[config.mk]
export PLATFORM = sky130hd
export DESIGN_NAME = omni_drive_wheel_mixer
export DESIGN_NICKNAME = d
export VERILOG_FILES = /design/src/design/odwm_pkg.sv /design/src/design/odwm_div_lane.sv /design/src/design/omni_drive_wheel_mixer.sv
export SDC_FILE = /design/constraint.sdc
export NUM_CORES = 2
export LEC_CHECK = 0
export ABC_AREA = 1
export CORE_MARGIN = 10
export CORE_UTILIZATION = 50
export DETAILED_ROUTE_END_ITERATION = 10
export DONT_BUFFER_PORTS = 1
export SLEW_MARGIN = 20
export SYNTH_ARGS = -nofsm -noshare
export SYNTH_HDL_FRONTEND = slang
export SYNTH_SLANG_ARGS = --single-unit
export TNS_END_PERCENT = 100
[constraint.sdc]
create_clock -name clk -period 33.4 [get_ports clk]
set_input_delay 8.35 -clock clk [delete_from_list [all_inputs] [get_ports clk]]
set_output_delay 8.35 -clock clk [all_outputs]
set_load 0.01 [all_outputs]
[src/design/odwm_pkg.sv]
`default_nettype none
// ----------------------------------------------------------------------------
// odwm_pkg
// Shared types, widths, constants and the cosine table for the omni-drive
// wheel mixer.
// ----------------------------------------------------------------------------
package odwm_pkg;

  localparam int COS_FRAC_BITS = 15;
  localparam int SPEED_MAX     = 255;

  localparam int HEADING_W  = 9;
  localparam int SPEED_W    = 8;
  localparam int TRIM_W     = 8;
  localparam int DUTY_W     = 8;
  localparam int COS_W      = COS_FRAC_BITS + 1;
  localparam int ANGLE_W    = 10;
  localparam int IDX_W      = 7;
  localparam int NUM_WHEELS = 4;
  localparam int CFG_IDX_W  = 2;

  // restoring divider: quotient bits resolved per pipeline stage
  localparam int DIV_BITS_PER_STAGE = 2;
  localparam int DIV_STAGES = (SPEED_W + DIV_BITS_PER_STAGE - 1) / DIV_BITS_PER_STAGE;

  // wheel slots, also the trim register order
  localparam int WHEEL_NE = 0;
  localparam int WHEEL_NW = 1;
  localparam int WHEEL_SE = 2;
  localparam int WHEEL_SW = 3;

  typedef logic [ANGLE_W-1:0] offset_tab_t [NUM_WHEELS];
  localparam offset_tab_t WHEEL_OFFSET = '{10'd45, 10'd315, 10'd135, 10'd225};
  // wheels whose rescaled value is negated (SE and SW)
  localparam logic [NUM_WHEELS-1:0] WHEEL_NEGATE = 4'b1100;

  typedef enum logic [CFG_IDX_W-1:0] {
    REG_NE_TRIM = 2'd0,
    REG_NW_TRIM = 2'd1,
    REG_SE_TRIM = 2'd2,
    REG_SW_TRIM = 2'd3
  } cfg_reg_t;

  typedef struct packed {
    logic [HEADING_W-1:0] heading;
    logic [SPEED_W-1:0]   drive_speed;
  } in_t;

  typedef struct packed {
    logic [DUTY_W-1:0] ne_duty;
    logic              ne_reverse;
    logic [DUTY_W-1:0] nw_duty;
    logic              nw_reverse;
    logic [DUTY_W-1:0] se_duty;
    logic              se_reverse;
    logic [DUTY_W-1:0] sw_duty;
    logic              sw_reverse;
    logic              no_drive;
  } out_t;

  // cos(d) for d = 0..90 degrees, unsigned Q(COS_FRAC_BITS)
  typedef logic [COS_W-1:0] cos_tab_t [0:90];

  function automatic cos_tab_t build_cos_table();
    cos_tab_t          tab;
    longint unsigned   pi_q30;
    longint unsigned   x;
    longint unsigned   x2;
    longint unsigned   term;
    longint            sum;
    longint unsigned   rnd;
    pi_q30 = 64'd3373259426;
    for (int d = 0; d <= 90; d++) begin
      if (d == 0) begin
        tab[d] = COS_W'(64'd1 << COS_FRAC_BITS);
      end else if (d == 90) begin
        tab[d] = '0;
      end else begin
        x    = (64'(d) * pi_q30 + 64'd90) / 64'd180;
        x2   = (x * x) >> 30;
        sum  = 64'sd1 << 30;
        term = 64'd1 << 30;
        for (int k = 1; k <= 12; k++) begin
          term = ((term * x2) >> 30) / 64'((2 * k - 1) * (2 * k));
          if ((k % 2) == 1) sum = sum - longint'(term);
          else sum = sum + longint'(term);
        end
        if (sum < 0) sum = 0;
        rnd    = (longint'(sum) + (64'd1 << (29 - COS_FRAC_BITS))) >> (30 - COS_FRAC_BITS);
        tab[d] = COS_W'(rnd);
      end
    end
    return tab;
  endfunction

  localparam cos_tab_t COS_TABLE = build_cos_table();

endpackage
`default_nettype wire

[src/design/odwm_div_lane.sv]
`default_nettype none
// ----------------------------------------------------------------------------
// odwm_div_lane
// Pipelined restoring divider, one lane. Quotient must fit in SPEED_W bits,
// i.e. the top half of the dividend is below the divisor.
// ----------------------------------------------------------------------------
module odwm_div_lane (
  input  wire logic                          clk,
  input  wire logic                          en,
  input  wire logic [2*odwm_pkg::SPEED_W-1:0] dividend,
  input  wire logic [odwm_pkg::SPEED_W-1:0]   divisor,
  output logic      [odwm_pkg::SPEED_W-1:0]   quotient
);

  localparam int W = odwm_pkg::SPEED_W;
  localparam int S = odwm_pkg::DIV_STAGES;
  localparam int B = odwm_pkg::DIV_BITS_PER_STAGE;

  logic [W-1:0] rem_r   [S];
  logic [W-1:0] low_r   [S];
  logic [W-1:0] quo_r   [S];
  logic [W-1:0] dsr_r   [S];
  logic [W-1:0] rem_nxt [S];
  logic [W-1:0] low_nxt [S];
  logic [W-1:0] quo_nxt [S];
  logic [W-1:0] rem_in  [S];
  logic [W-1:0] low_in  [S];
  logic [W-1:0] quo_in  [S];
  logic [W-1:0] dsr_in  [S];

  for (genvar s = 0; s < S; s++) begin : g_stage
    if (s == 0) begin : g_first
      assign rem_in[s] = dividend[2*W-1:W];
      assign low_in[s] = dividend[W-1:0];
      assign quo_in[s] = '0;
      assign dsr_in[s] = divisor;
    end else begin : g_next
      assign rem_in[s] = rem_r[s-1];
      assign low_in[s] = low_r[s-1];
      assign quo_in[s] = quo_r[s-1];
      assign dsr_in[s] = dsr_r[s-1];
    end

    always_comb begin
      logic [W:0]   trial;
      logic [W-1:0] rem;
      logic [W-1:0] low;
      logic [W-1:0] quo;
      rem = rem_in[s];
      low = low_in[s];
      quo = quo_in[s];
      for (int b = 0; b < B; b++) begin
        if ((s * B + b) < W) begin
          trial = {rem, low[W-1]};
          low   = {low[W-2:0], 1'b0};
          if (trial >= {1'b0, dsr_in[s]}) begin
            rem = W'(trial - {1'b0, dsr_in[s]});
            quo = {quo[W-2:0], 1'b1};
          end else begin
            rem = trial[W-1:0];
            quo = {quo[W-2:0], 1'b0};
          end
        end
      end
      rem_nxt[s] = rem;
      low_nxt[s] = low;
      quo_nxt[s] = quo;
    end

    always_ff @(posedge clk) begin
      if (en) begin
        rem_r[s] <= rem_nxt[s];
        low_r[s] <= low_nxt[s];
        quo_r[s] <= quo_nxt[s];
        dsr_r[s] <= dsr_in[s];
      end
    end
  end

  assign quotient = quo_r[S-1];

endmodule
`default_nettype wire

[src/design/omni_drive_wheel_mixer.sv]
`default_nettype none
// ----------------------------------------------------------------------------
// omni_drive_wheel_mixer
// X-configured four-wheel omni mixer: heading and speed in, per-wheel duty
// and direction out, with per-wheel trim.
// ----------------------------------------------------------------------------
// Fully pipelined: one transaction per clock while the output is not stalled,
// with every stage registered. The stages are angle
// fold, cosine table read, speed*cos multiply, largest-magnitude search with
// the rescale product, a 2-bit-per-stage restoring divider, then trim and the
// output register. The whole pipe advances together; in_ready drops only while
// a result sits in the output register and out_ready is low. Trim registers
// are written through the cfg port (always ready) and must only change while
// no transaction is in flight.
module omni_drive_wheel_mixer (
  input  wire logic                              clk,
  input  wire logic                              rst_n,
  input  wire logic                              in_valid,
  output logic                                   in_ready,
  input  wire odwm_pkg::in_t                     in_data,
  output logic                                   out_valid,
  input  wire logic                              out_ready,
  output odwm_pkg::out_t                         out_data,
  input  wire logic                              cfg_valid,
  output logic                                   cfg_ready,
  input  wire logic [odwm_pkg::CFG_IDX_W-1:0]    cfg_index,
  input  wire logic [odwm_pkg::TRIM_W-1:0]       cfg_data
);

  localparam int NW_ = odwm_pkg::NUM_WHEELS;
  localparam int SW_ = odwm_pkg::SPEED_W;
  localparam int DS  = odwm_pkg::DIV_STAGES;
  localparam int PRE = 4;                 // stages ahead of the divider
  localparam int DEPTH = PRE + DS;

  typedef struct packed {
    logic [NW_-1:0] neg;
    logic [NW_-1:0] nz;
    logic           none;
  } side_t;

  logic en;
  logic [DEPTH-1:0] vld_r;
  logic             out_valid_r;
  odwm_pkg::out_t   out_r;
  odwm_pkg::out_t   out_nxt;

  logic [odwm_pkg::TRIM_W-1:0] trim_r [NW_];

  // stage 1: fold
  logic [odwm_pkg::IDX_W-1:0] s1_idx_r   [NW_];
  logic [odwm_pkg::IDX_W-1:0] s1_idx_nxt [NW_];
  logic [NW_-1:0]             s1_neg_r;
  logic [NW_-1:0]             s1_neg_nxt;
  logic [SW_-1:0]             s1_speed_r;
  logic [SW_-1:0]             s1_speed_nxt;
  // stage 2: cosine
  logic [odwm_pkg::COS_W-1:0] s2_cos_r [NW_];
  logic [NW_-1:0]             s2_neg_r;
  logic [SW_-1:0]             s2_speed_r;
  // stage 3: raw magnitude
  logic [SW_-1:0]             s3_mag_r   [NW_];
  logic [SW_-1:0]             s3_mag_nxt [NW_];
  logic [NW_-1:0]             s3_neg_r;
  logic [SW_-1:0]             s3_speed_r;
  // stage 4: largest and rescale product
  logic [2*SW_-1:0]           s4_prod_r [NW_];
  logic [SW_-1:0]             s4_largest_r;
  logic [SW_-1:0]             s4_largest_nxt;
  side_t                      s4_side_r;
  side_t                      s4_side_nxt;
  // divider side band
  side_t                      side_r [DS];
  logic [SW_-1:0]             quo    [NW_];

  assign en        = !out_valid_r || out_ready;
  assign in_ready  = en;
  assign cfg_ready = 1'b1;
  assign out_valid = out_valid_r;
  assign out_data  = out_r;

  // trim registers
  always_ff @(posedge clk) begin
    if (!rst_n) begin
      for (int w = 0; w < NW_; w++) trim_r[w] <= '0;
    end else if (cfg_valid) begin
      unique case (cfg_index)
        odwm_pkg::REG_NE_TRIM: trim_r[odwm_pkg::WHEEL_NE] <= cfg_data;
        odwm_pkg::REG_NW_TRIM: trim_r[odwm_pkg::WHEEL_NW] <= cfg_data;
        odwm_pkg::REG_SE_TRIM: trim_r[odwm_pkg::WHEEL_SE] <= cfg_data;
        odwm_pkg::REG_SW_TRIM: trim_r[odwm_pkg::WHEEL_SW] <= cfg_data;
        default: ;
      endcase
    end
  end

  // valid bits
  always_ff @(posedge clk) begin
    if (!rst_n) begin
      vld_r       <= '0;
      out_valid_r <= 1'b0;
    end else if (en) begin
      vld_r       <= {vld_r[DEPTH-2:0], in_valid};
      out_valid_r <= vld_r[DEPTH-1];
    end
  end

  // stage 1: heading + offset mod 360, folded into 0..90 with a sign
  always_comb begin
    logic [odwm_pkg::ANGLE_W-1:0] a;
    if (32'(in_data.drive_speed) > odwm_pkg::SPEED_MAX) begin
      s1_speed_nxt = SW_'(odwm_pkg::SPEED_MAX);
    end else begin
      s1_speed_nxt = in_data.drive_speed;
    end
    for (int w = 0; w < NW_; w++) begin
      a = odwm_pkg::ANGLE_W'(in_data.heading) + odwm_pkg::WHEEL_OFFSET[w];
      if (a >= 10'd720) a = a - 10'd720;
      else if (a >= 10'd360) a = a - 10'd360;
      if (a <= 10'd90) begin
        s1_idx_nxt[w] = odwm_pkg::IDX_W'(a);
        s1_neg_nxt[w] = 1'b0;
      end else if (a <= 10'd180) begin
        s1_idx_nxt[w] = odwm_pkg::IDX_W'(10'd180 - a);
        s1_neg_nxt[w] = 1'b1;
      end else if (a <= 10'd270) begin
        s1_idx_nxt[w] = odwm_pkg::IDX_W'(a - 10'd180);
        s1_neg_nxt[w] = 1'b1;
      end else begin
        s1_idx_nxt[w] = odwm_pkg::IDX_W'(10'd360 - a);
        s1_neg_nxt[w] = 1'b0;
      end
    end
  end

  // stage 3 multiply, truncated
  always_comb begin
    logic [SW_+odwm_pkg::COS_W-1:0] p;
    for (int w = 0; w < NW_; w++) begin
      p = (SW_+odwm_pkg::COS_W)'(s2_speed_r) * (SW_+odwm_pkg::COS_W)'(s2_cos_r[w]);
      s3_mag_nxt[w] = p[odwm_pkg::COS_FRAC_BITS +: SW_];
    end
  end

  // stage 4: largest magnitude
  always_comb begin
    s4_largest_nxt = s3_mag_r[0];
    for (int w = 1; w < NW_; w++) begin
      if (s3_mag_r[w] > s4_largest_nxt) s4_largest_nxt = s3_mag_r[w];
    end
    s4_side_nxt.neg  = s3_neg_r;
    for (int w = 0; w < NW_; w++) s4_side_nxt.nz[w] = (s3_mag_r[w] != '0);
    s4_side_nxt.none = (s4_side_nxt.nz == '0);
  end

  always_ff @(posedge clk) begin
    if (en) begin
      for (int w = 0; w < NW_; w++) begin
        s1_idx_r[w]  <= s1_idx_nxt[w];
        s2_cos_r[w]  <= odwm_pkg::COS_TABLE[s1_idx_r[w]];
        s3_mag_r[w]  <= s3_mag_nxt[w];
        s4_prod_r[w] <= (2*SW_)'(s3_mag_r[w]) * (2*SW_)'(s3_speed_r);
      end
      s1_neg_r     <= s1_neg_nxt;
      s1_speed_r   <= s1_speed_nxt;
      s2_neg_r     <= s1_neg_r;
      s2_speed_r   <= s1_speed_r;
      s3_neg_r     <= s2_neg_r;
      s3_speed_r   <= s2_speed_r;
      s4_largest_r <= s4_largest_nxt;
      s4_side_r    <= s4_side_nxt;
      side_r[0]    <= s4_side_r;
      for (int s = 1; s < DS; s++) side_r[s] <= side_r[s-1];
      out_r        <= out_nxt;
    end
  end

  for (genvar w = 0; w < NW_; w++) begin : g_lane
    odwm_div_lane u_div (
      .clk      (clk),
      .en       (en),
      .dividend (s4_prod_r[w]),
      .divisor  (s4_largest_r),
      .quotient (quo[w])
    );
  end

  // trim, floor at zero; a nonzero raw magnitude always rescales to nonzero
  always_comb begin
    logic [odwm_pkg::DUTY_W-1:0] duty [NW_];
    logic [NW_-1:0]              rev;
    for (int w = 0; w < NW_; w++) begin
      if (!side_r[DS-1].none && quo[w] > trim_r[w]) begin
        duty[w] = odwm_pkg::DUTY_W'(quo[w] - trim_r[w]);
      end else begin
        duty[w] = '0;
      end
      rev[w] = side_r[DS-1].nz[w] & (side_r[DS-1].neg[w] ^ odwm_pkg::WHEEL_NEGATE[w]);
    end
    out_nxt.ne_duty    = duty[odwm_pkg::WHEEL_NE];
    out_nxt.ne_reverse = rev[odwm_pkg::WHEEL_NE];
    out_nxt.nw_duty    = duty[odwm_pkg::WHEEL_NW];
    out_nxt.nw_reverse = rev[odwm_pkg::WHEEL_NW];
    out_nxt.se_duty    = duty[odwm_pkg::WHEEL_SE];
    out_nxt.se_reverse = rev[odwm_pkg::WHEEL_SE];
    out_nxt.sw_duty    = duty[odwm_pkg::WHEEL_SW];
    out_nxt.sw_reverse = rev[odwm_pkg::WHEEL_SW];
    out_nxt.no_drive   = side_r[DS-1].none;
  end

endmodule
`default_nettype wire

# --- Word level (Yosys, flattened, before mapping) ---
# Memory sizes are Yosys's and may differ from the RTL's.
# Index checks and enable logic that the tools add are counted.
op_classes:
  add_sub_neg: 60
  n_reduce_logical: 13
  order_cmp: 63
  n_eq_ne: 3
  shift: 0
  multipliers: 8
  div: 0
  bitwise: 14
  n_mux: 126
op_table:
  columns: ["cell", "n"]
  rows:
  - ["8-bit two-way mux", 39]
  - ["9-bit by 8-bit greater-or-equal comparator with 1-bit output", 32]
  - ["8-bit subtractor", 36]
  - ["16-bit two-way mux", 8]
  - ["8-bit by 16-bit multiplier with 23-bit output", 4]
  - ["7-bit two-way mux", 12]
  - ["10-bit two-way mux", 8]
  - ["8-bit by 8-bit multiplier with 16-bit output", 4]
  - ["1-bit two-way mux", 59]
  - ["8-bit greater-than comparator", 7]
  - ["10-bit greater-or-equal comparator (second input constant)", 4]
  - ["10-bit by 9-bit greater-or-equal comparator with 1-bit output (second input constant)", 4]
  - ["10-bit by 7-bit less-or-equal comparator with 1-bit output (second input constant)", 4]
  - ["10-bit by 8-bit less-or-equal comparator with 1-bit output (second input constant)", 4]
  - ["10-bit by 9-bit less-or-equal comparator with 1-bit output (second input constant)", 4]
  - ["10-bit subtractor (second input constant)", 4]
  - ["10-bit by 9-bit subtractor with 10-bit output (second input constant)", 4]
  - ["8-bit greater-or-equal comparator (second input constant)", 4]
  - ["7-bit NOT with 8-bit output", 4]
  - ["8-bit nonzero test", 4]
  - ["6-bit by 7-bit subtractor with 7-bit output (first input constant)", 4]
  - ["7-bit by 6-bit subtractor with 7-bit output (second input constant)", 4]
  - ["7-bit subtractor (first input constant)", 4]
  - ["9-bit by 8-bit adder with 10-bit output (second input constant)", 2]
  - ["other kinds (12)", 24]
word_totals:
  latchBits: 0
  mem_bits_rw: 736
  mem_count: 26
  elab_cells: 337
  out_inout_bits: 40
  romBits: 8192
  reg_bits: 99
  input_bits: 32
mem_list:
  columns: ["name", "words", "word_bits", "rd", "rd_clocked_by_memory_dff", "wr", "line_no", "text"]
  rows:
  - ["(name not given)", 128, 16, 1, 0, 0, "omni_drive_wheel_mixer.sv:160", "s2_cos_r[w] <= odwm_pkg::COS_TABLE[s1_idx_r[w]];"]
  - ["(name not given)", 128, 16, 1, 0, 0, "omni_drive_wheel_mixer.sv:160", null]
  - ["(name not given)", 128, 16, 1, 0, 0, "omni_drive_wheel_mixer.sv:160", null]
  - ["(name not given)", 128, 16, 1, 0, 0, "omni_drive_wheel_mixer.sv:160", null]
  - ["s2_cos_r", 4, 16, 4, 0, 4, "omni_drive_wheel_mixer.sv:58", "logic [odwm_pkg::COS_W-1:0] s2_cos_r [NW_];"]
  - ["s4_prod_r", 4, 16, 4, 0, 4, "omni_drive_wheel_mixer.sv:67", "logic [2*SW_-1:0] s4_prod_r [NW_];"]
  - ["+20 memories", null, null, null, null, null, null, null]

# --- Depth between registers and ports, before layout ---
logic_depth:
  depth_word: 8
  depth_mapped: 32
  mapped_depth_nobuf: 31

# --- By module ---
# A second synthesis with hierarchy kept.
hier_totals:
  hier_cells: 8976
  area_unflattened_um2: 71688.8
modules_own_cells:
  columns: ["mod", "n_inst", "seq_area_each_um2", "area_per_inst_um2", "cells_per_inst"]
  rows:
  - ["omni_drive_wheel_mixer", 1, 10570.1, 47430.5, 6076]
  - ["odwm_div_lane", 4, 2402.3, 6064.6, 725]

# --- Worst setup path after synthesis ---
# Ideal clock, no wire load.
synth_path:
  kind: "input to output"
  from: "input port out_ready"
  to: "output port in_ready"
  setup_slack_ps: 5977
  arrival_ps: 19073
  t_required_ps: 25050
  path_buffers: 0
  stages: 2
  path_cell_list: "nor2_1 clkinv_1"
synth_via:
  elab_chain_len: 1
synth_lines:
  columns: ["element", "line_no", "text"]
  rows:
  - ["start, declared", "omni_drive_wheel_mixer.sv:22", "input wire logic out_ready,"]
  - ["1-bit logical OR", "omni_drive_wheel_mixer.sv:76", "assign en = !out_valid_r || out_ready;"]
  - ["end, declared", "omni_drive_wheel_mixer.sv:19", "output logic in_ready,"]
# Every way passes these cells.

# --- Worst setup path in the final report ---
# Same ends and word-level chain as after synthesis.

==> flow_metrics.tcl <==
set metrics [dict create \
    register_area_um2 18000 \
    outcome "finished clean" \
    routabilityCongestion 0.940 \
    cts_hold_buf 0 \
    final_cell_mix "nand2_1 (1,760), inv_1 (1,477), ha_1 (731)" \
    remaining_drc_errors 0 \
    synthToLayoutAreaGrowth_pct 6.22 \
    rsz0062_at_grt "false" \
    ctsResizeCount 0 \
    cts_max_level 3 \
    crit_arrival_ps 9360 \
    syn_area_per_cell_um2 8.17 \
    vias 52600 \
    nNetsFinal 9200 \
    ios 72 \
    cts_made_buffers 76 \
    final_antenna_net_count 0 \
    antenna_found_initial 1 \
    final.period_utilization 0.530 \
    routed_via_density 5.40 \
    layout_commonest_cell "nand2_1" \
    final_cell_area_um2 70100 \
    grt_usage 0.231 \
    critPathMaxFanout 61 \
    relSlewSlack 0.265 \
    drt_first_pass_iters 8 \
    worstMarginPinSlew_ps 1100 \
    worstSetupPathType "in2out" \
    cp_slowest_stage_delay_ps 610 \
    min_period_ps 17710 \
    final_cell_count_no_fill 9747 \
    min_path_type "reg2reg" \
    synth_edf_count 594 \
    root_buffer "clkbuf_16" \
    grt_max_degree 80 \
    dpl-instance-area_um2 67500 \
    cts_tree "yes" \
    synth_top_area_share 0.270 \
    ys_seq_area_frac 0.273 \
    hold_viol_final 0 \
    avgRoutedWirePerCell_um 17.4 \
    path_buf_inv 1 \
    drt_wl_total_um 170000 \
    ys_dominant_reg_cell "edfxtp_1" \
    die_y_um 383 \
    fmax_mhz 56.5 \
    setup_violations 0 \
    async_flop_share 0 \
    antennaDiodeCount 0 \
    cts.clk_slew.worst_paths_ps 60 \
    synth.distinct_cells 75 \
    cts_setup_buffers 0 \
    synth_nets 9339 \
    drive_above_1_share 0.0428 \
    syn-cell-area_um2 66000 \
    required_ps 25050 \
    syn_inst 8072 \
    grt_pass1_wl_um 279000 \
    initial_core_util 0.502 \
    cp-end-kind "output pin" \
    clock_sinks 603 \
    n_fill_cell 12300 \
    grt_pass1_vias 52900 \
    path_cells "nor2_1 -> inv_8" \
    ys_ff_latch 603 \
    critPathTopFamily "simple AND/OR/NAND/NOR gates" \
    start_kind "input pin" \
    clock_path_buffers 3 \
    synth.largest_area_cell "edfxtp_1" \
    die_x_um 383 \
    finalClockSkew_ps 36.0 \
    insertion_delay_ps 690 \
    max_cap_viol_count 0 \
    core_um2 131000 \
    overflow 0 \
    drt_iter0_drc 4096 \
    hpwlAfterDp_um 130000 \
    dp_cells 9610 \
    slew_violations 0 \
    synth_area_leaders "edfxtp_1 (27%), fa_1 (15%), ha_1 (14%), nand2_1 (10%), inv_1 (8.4%)" \
    rows 133 \
    yosysWarnings 0 \
    finalSetupTns_ps 0 \
    dieArea_um2 147000 \
    slowest_stage "nor2_1" \
    portBuffers 0 \
    multiInputGateArea_um2 41100 \
]
stage by stage:
step,setup slack [ps],util,hold slack [ps]
2_1_floorplan,5980,-,400
3_3_place_gp,15710,0.514,401
3_5_place_dp,15680,0.514,405
4_1_cts,15690,0.534,416
5_1_grt,15600,0.534,419
6_report,15690,0.534,412
synth_stat cells (16+ instances only):
library cell,instances
inv_2,28
edfxtp_1,594
o21ai_0,451
a211oi_1,19
nor3_1,49
o21bai_1,26
o31ai_1,26
xor2_1,184
a221oi_1,19
a21oi_1,458
o211ai_1,33
a31oi_1,16
nor2_1,549
ha_1,731
buf_1,38
nand2_1,1760
nor4_1,20
inv_1,1477
a21o_1,20
nand2_2,44
fa_1,504
clkbuf_2,49
nand3b_1,17
o22ai_1,20
o21a_1,18
o221ai_1,36
or2_2,16
clkbuf_1,187
nand3_1,283
xnor2_1,98
o21ai_1,29
nand4_1,73
worst paths after layout:
| kind | startpoint | end | slack [ps] | cells past startpoint |
|---|---|---|---|---|
| setup / recovery | out_ready | in_ready | 15690 | 2 |
| hold / removal | s4_side_r[1]$_DFFE_PP_ | side_r[0][1]$_DFFE_PP_ | 410 | 0 |
| setup reg to reg | s4_largest_r[1]$_DFFE_PP_ | g_lane[1].u_div.rem_r[0][4]$_DFFE_PP_ | 27320 | 23 |
| hold reg to reg | s4_side_r[1]$_DFFE_PP_ | side_r[0][1]$_DFFE_PP_ | 410 | 0 |
logic make-up after synthesis:
family,Yosys count,share of synthesized area
AOI/OAI and AO/OA,1260,0.110
xor gates and xnor gates,283,0.0377
adders and majority gates,1235,0.292
buffers and inverters,1805,0.104
DFF,603,0.273
muxes,10,0.00171
other,1,0.0000568
and+or+nand+nor,2875,0.182
metal layers:
| layer | wire length (um) | GRT usage |
|---|---|---|
| met1 | 75500 | 0.302 |
| met2 | 80400 | 0.393 |
| met3 | 8580 | 0.0296 |
| met4 | 5120 | 0.0776 |
| met5 | 0 | 0 |
sequential cells by signal (all words and copies together) (netlist names), 8 cells and up:
| name | cells |
|---|---|
| g_lane.u_div.rem_r | 96 |
| vld_r | 8 |
| g_lane.u_div.dsr_r | 24 |
| s2_cos_r | 64 |
| s1_speed_r | 8 |
| s1_idx_r | 28 |
| s2_speed_r | 8 |
| side_r | 36 |
| s3_mag_r | 32 |
| g_lane.u_div.low_r | 48 |
| s3_speed_r | 8 |
| s4_largest_r | 8 |
| trim_r | 32 |
| s4_prod_r | 64 |
| g_lane.u_div.quo_r | 80 |
| out_data | 37 |
| s4_side_r | 9 |
cell type report:
class	count	share of cell area
Timing Repair Buffer	70	0.00750
Sequential cell	603	0.257
Clock buffer	87	0.0277
Inverter	1518	0.0815
Multi-Input combinational cell	5664	0.586
Tap cell	1755	0.0313
Clock inverter	50	0.00854
Power is not shown: default switching activity piles up to over one toggle a cycle in this logic, so the estimate is an artifact.
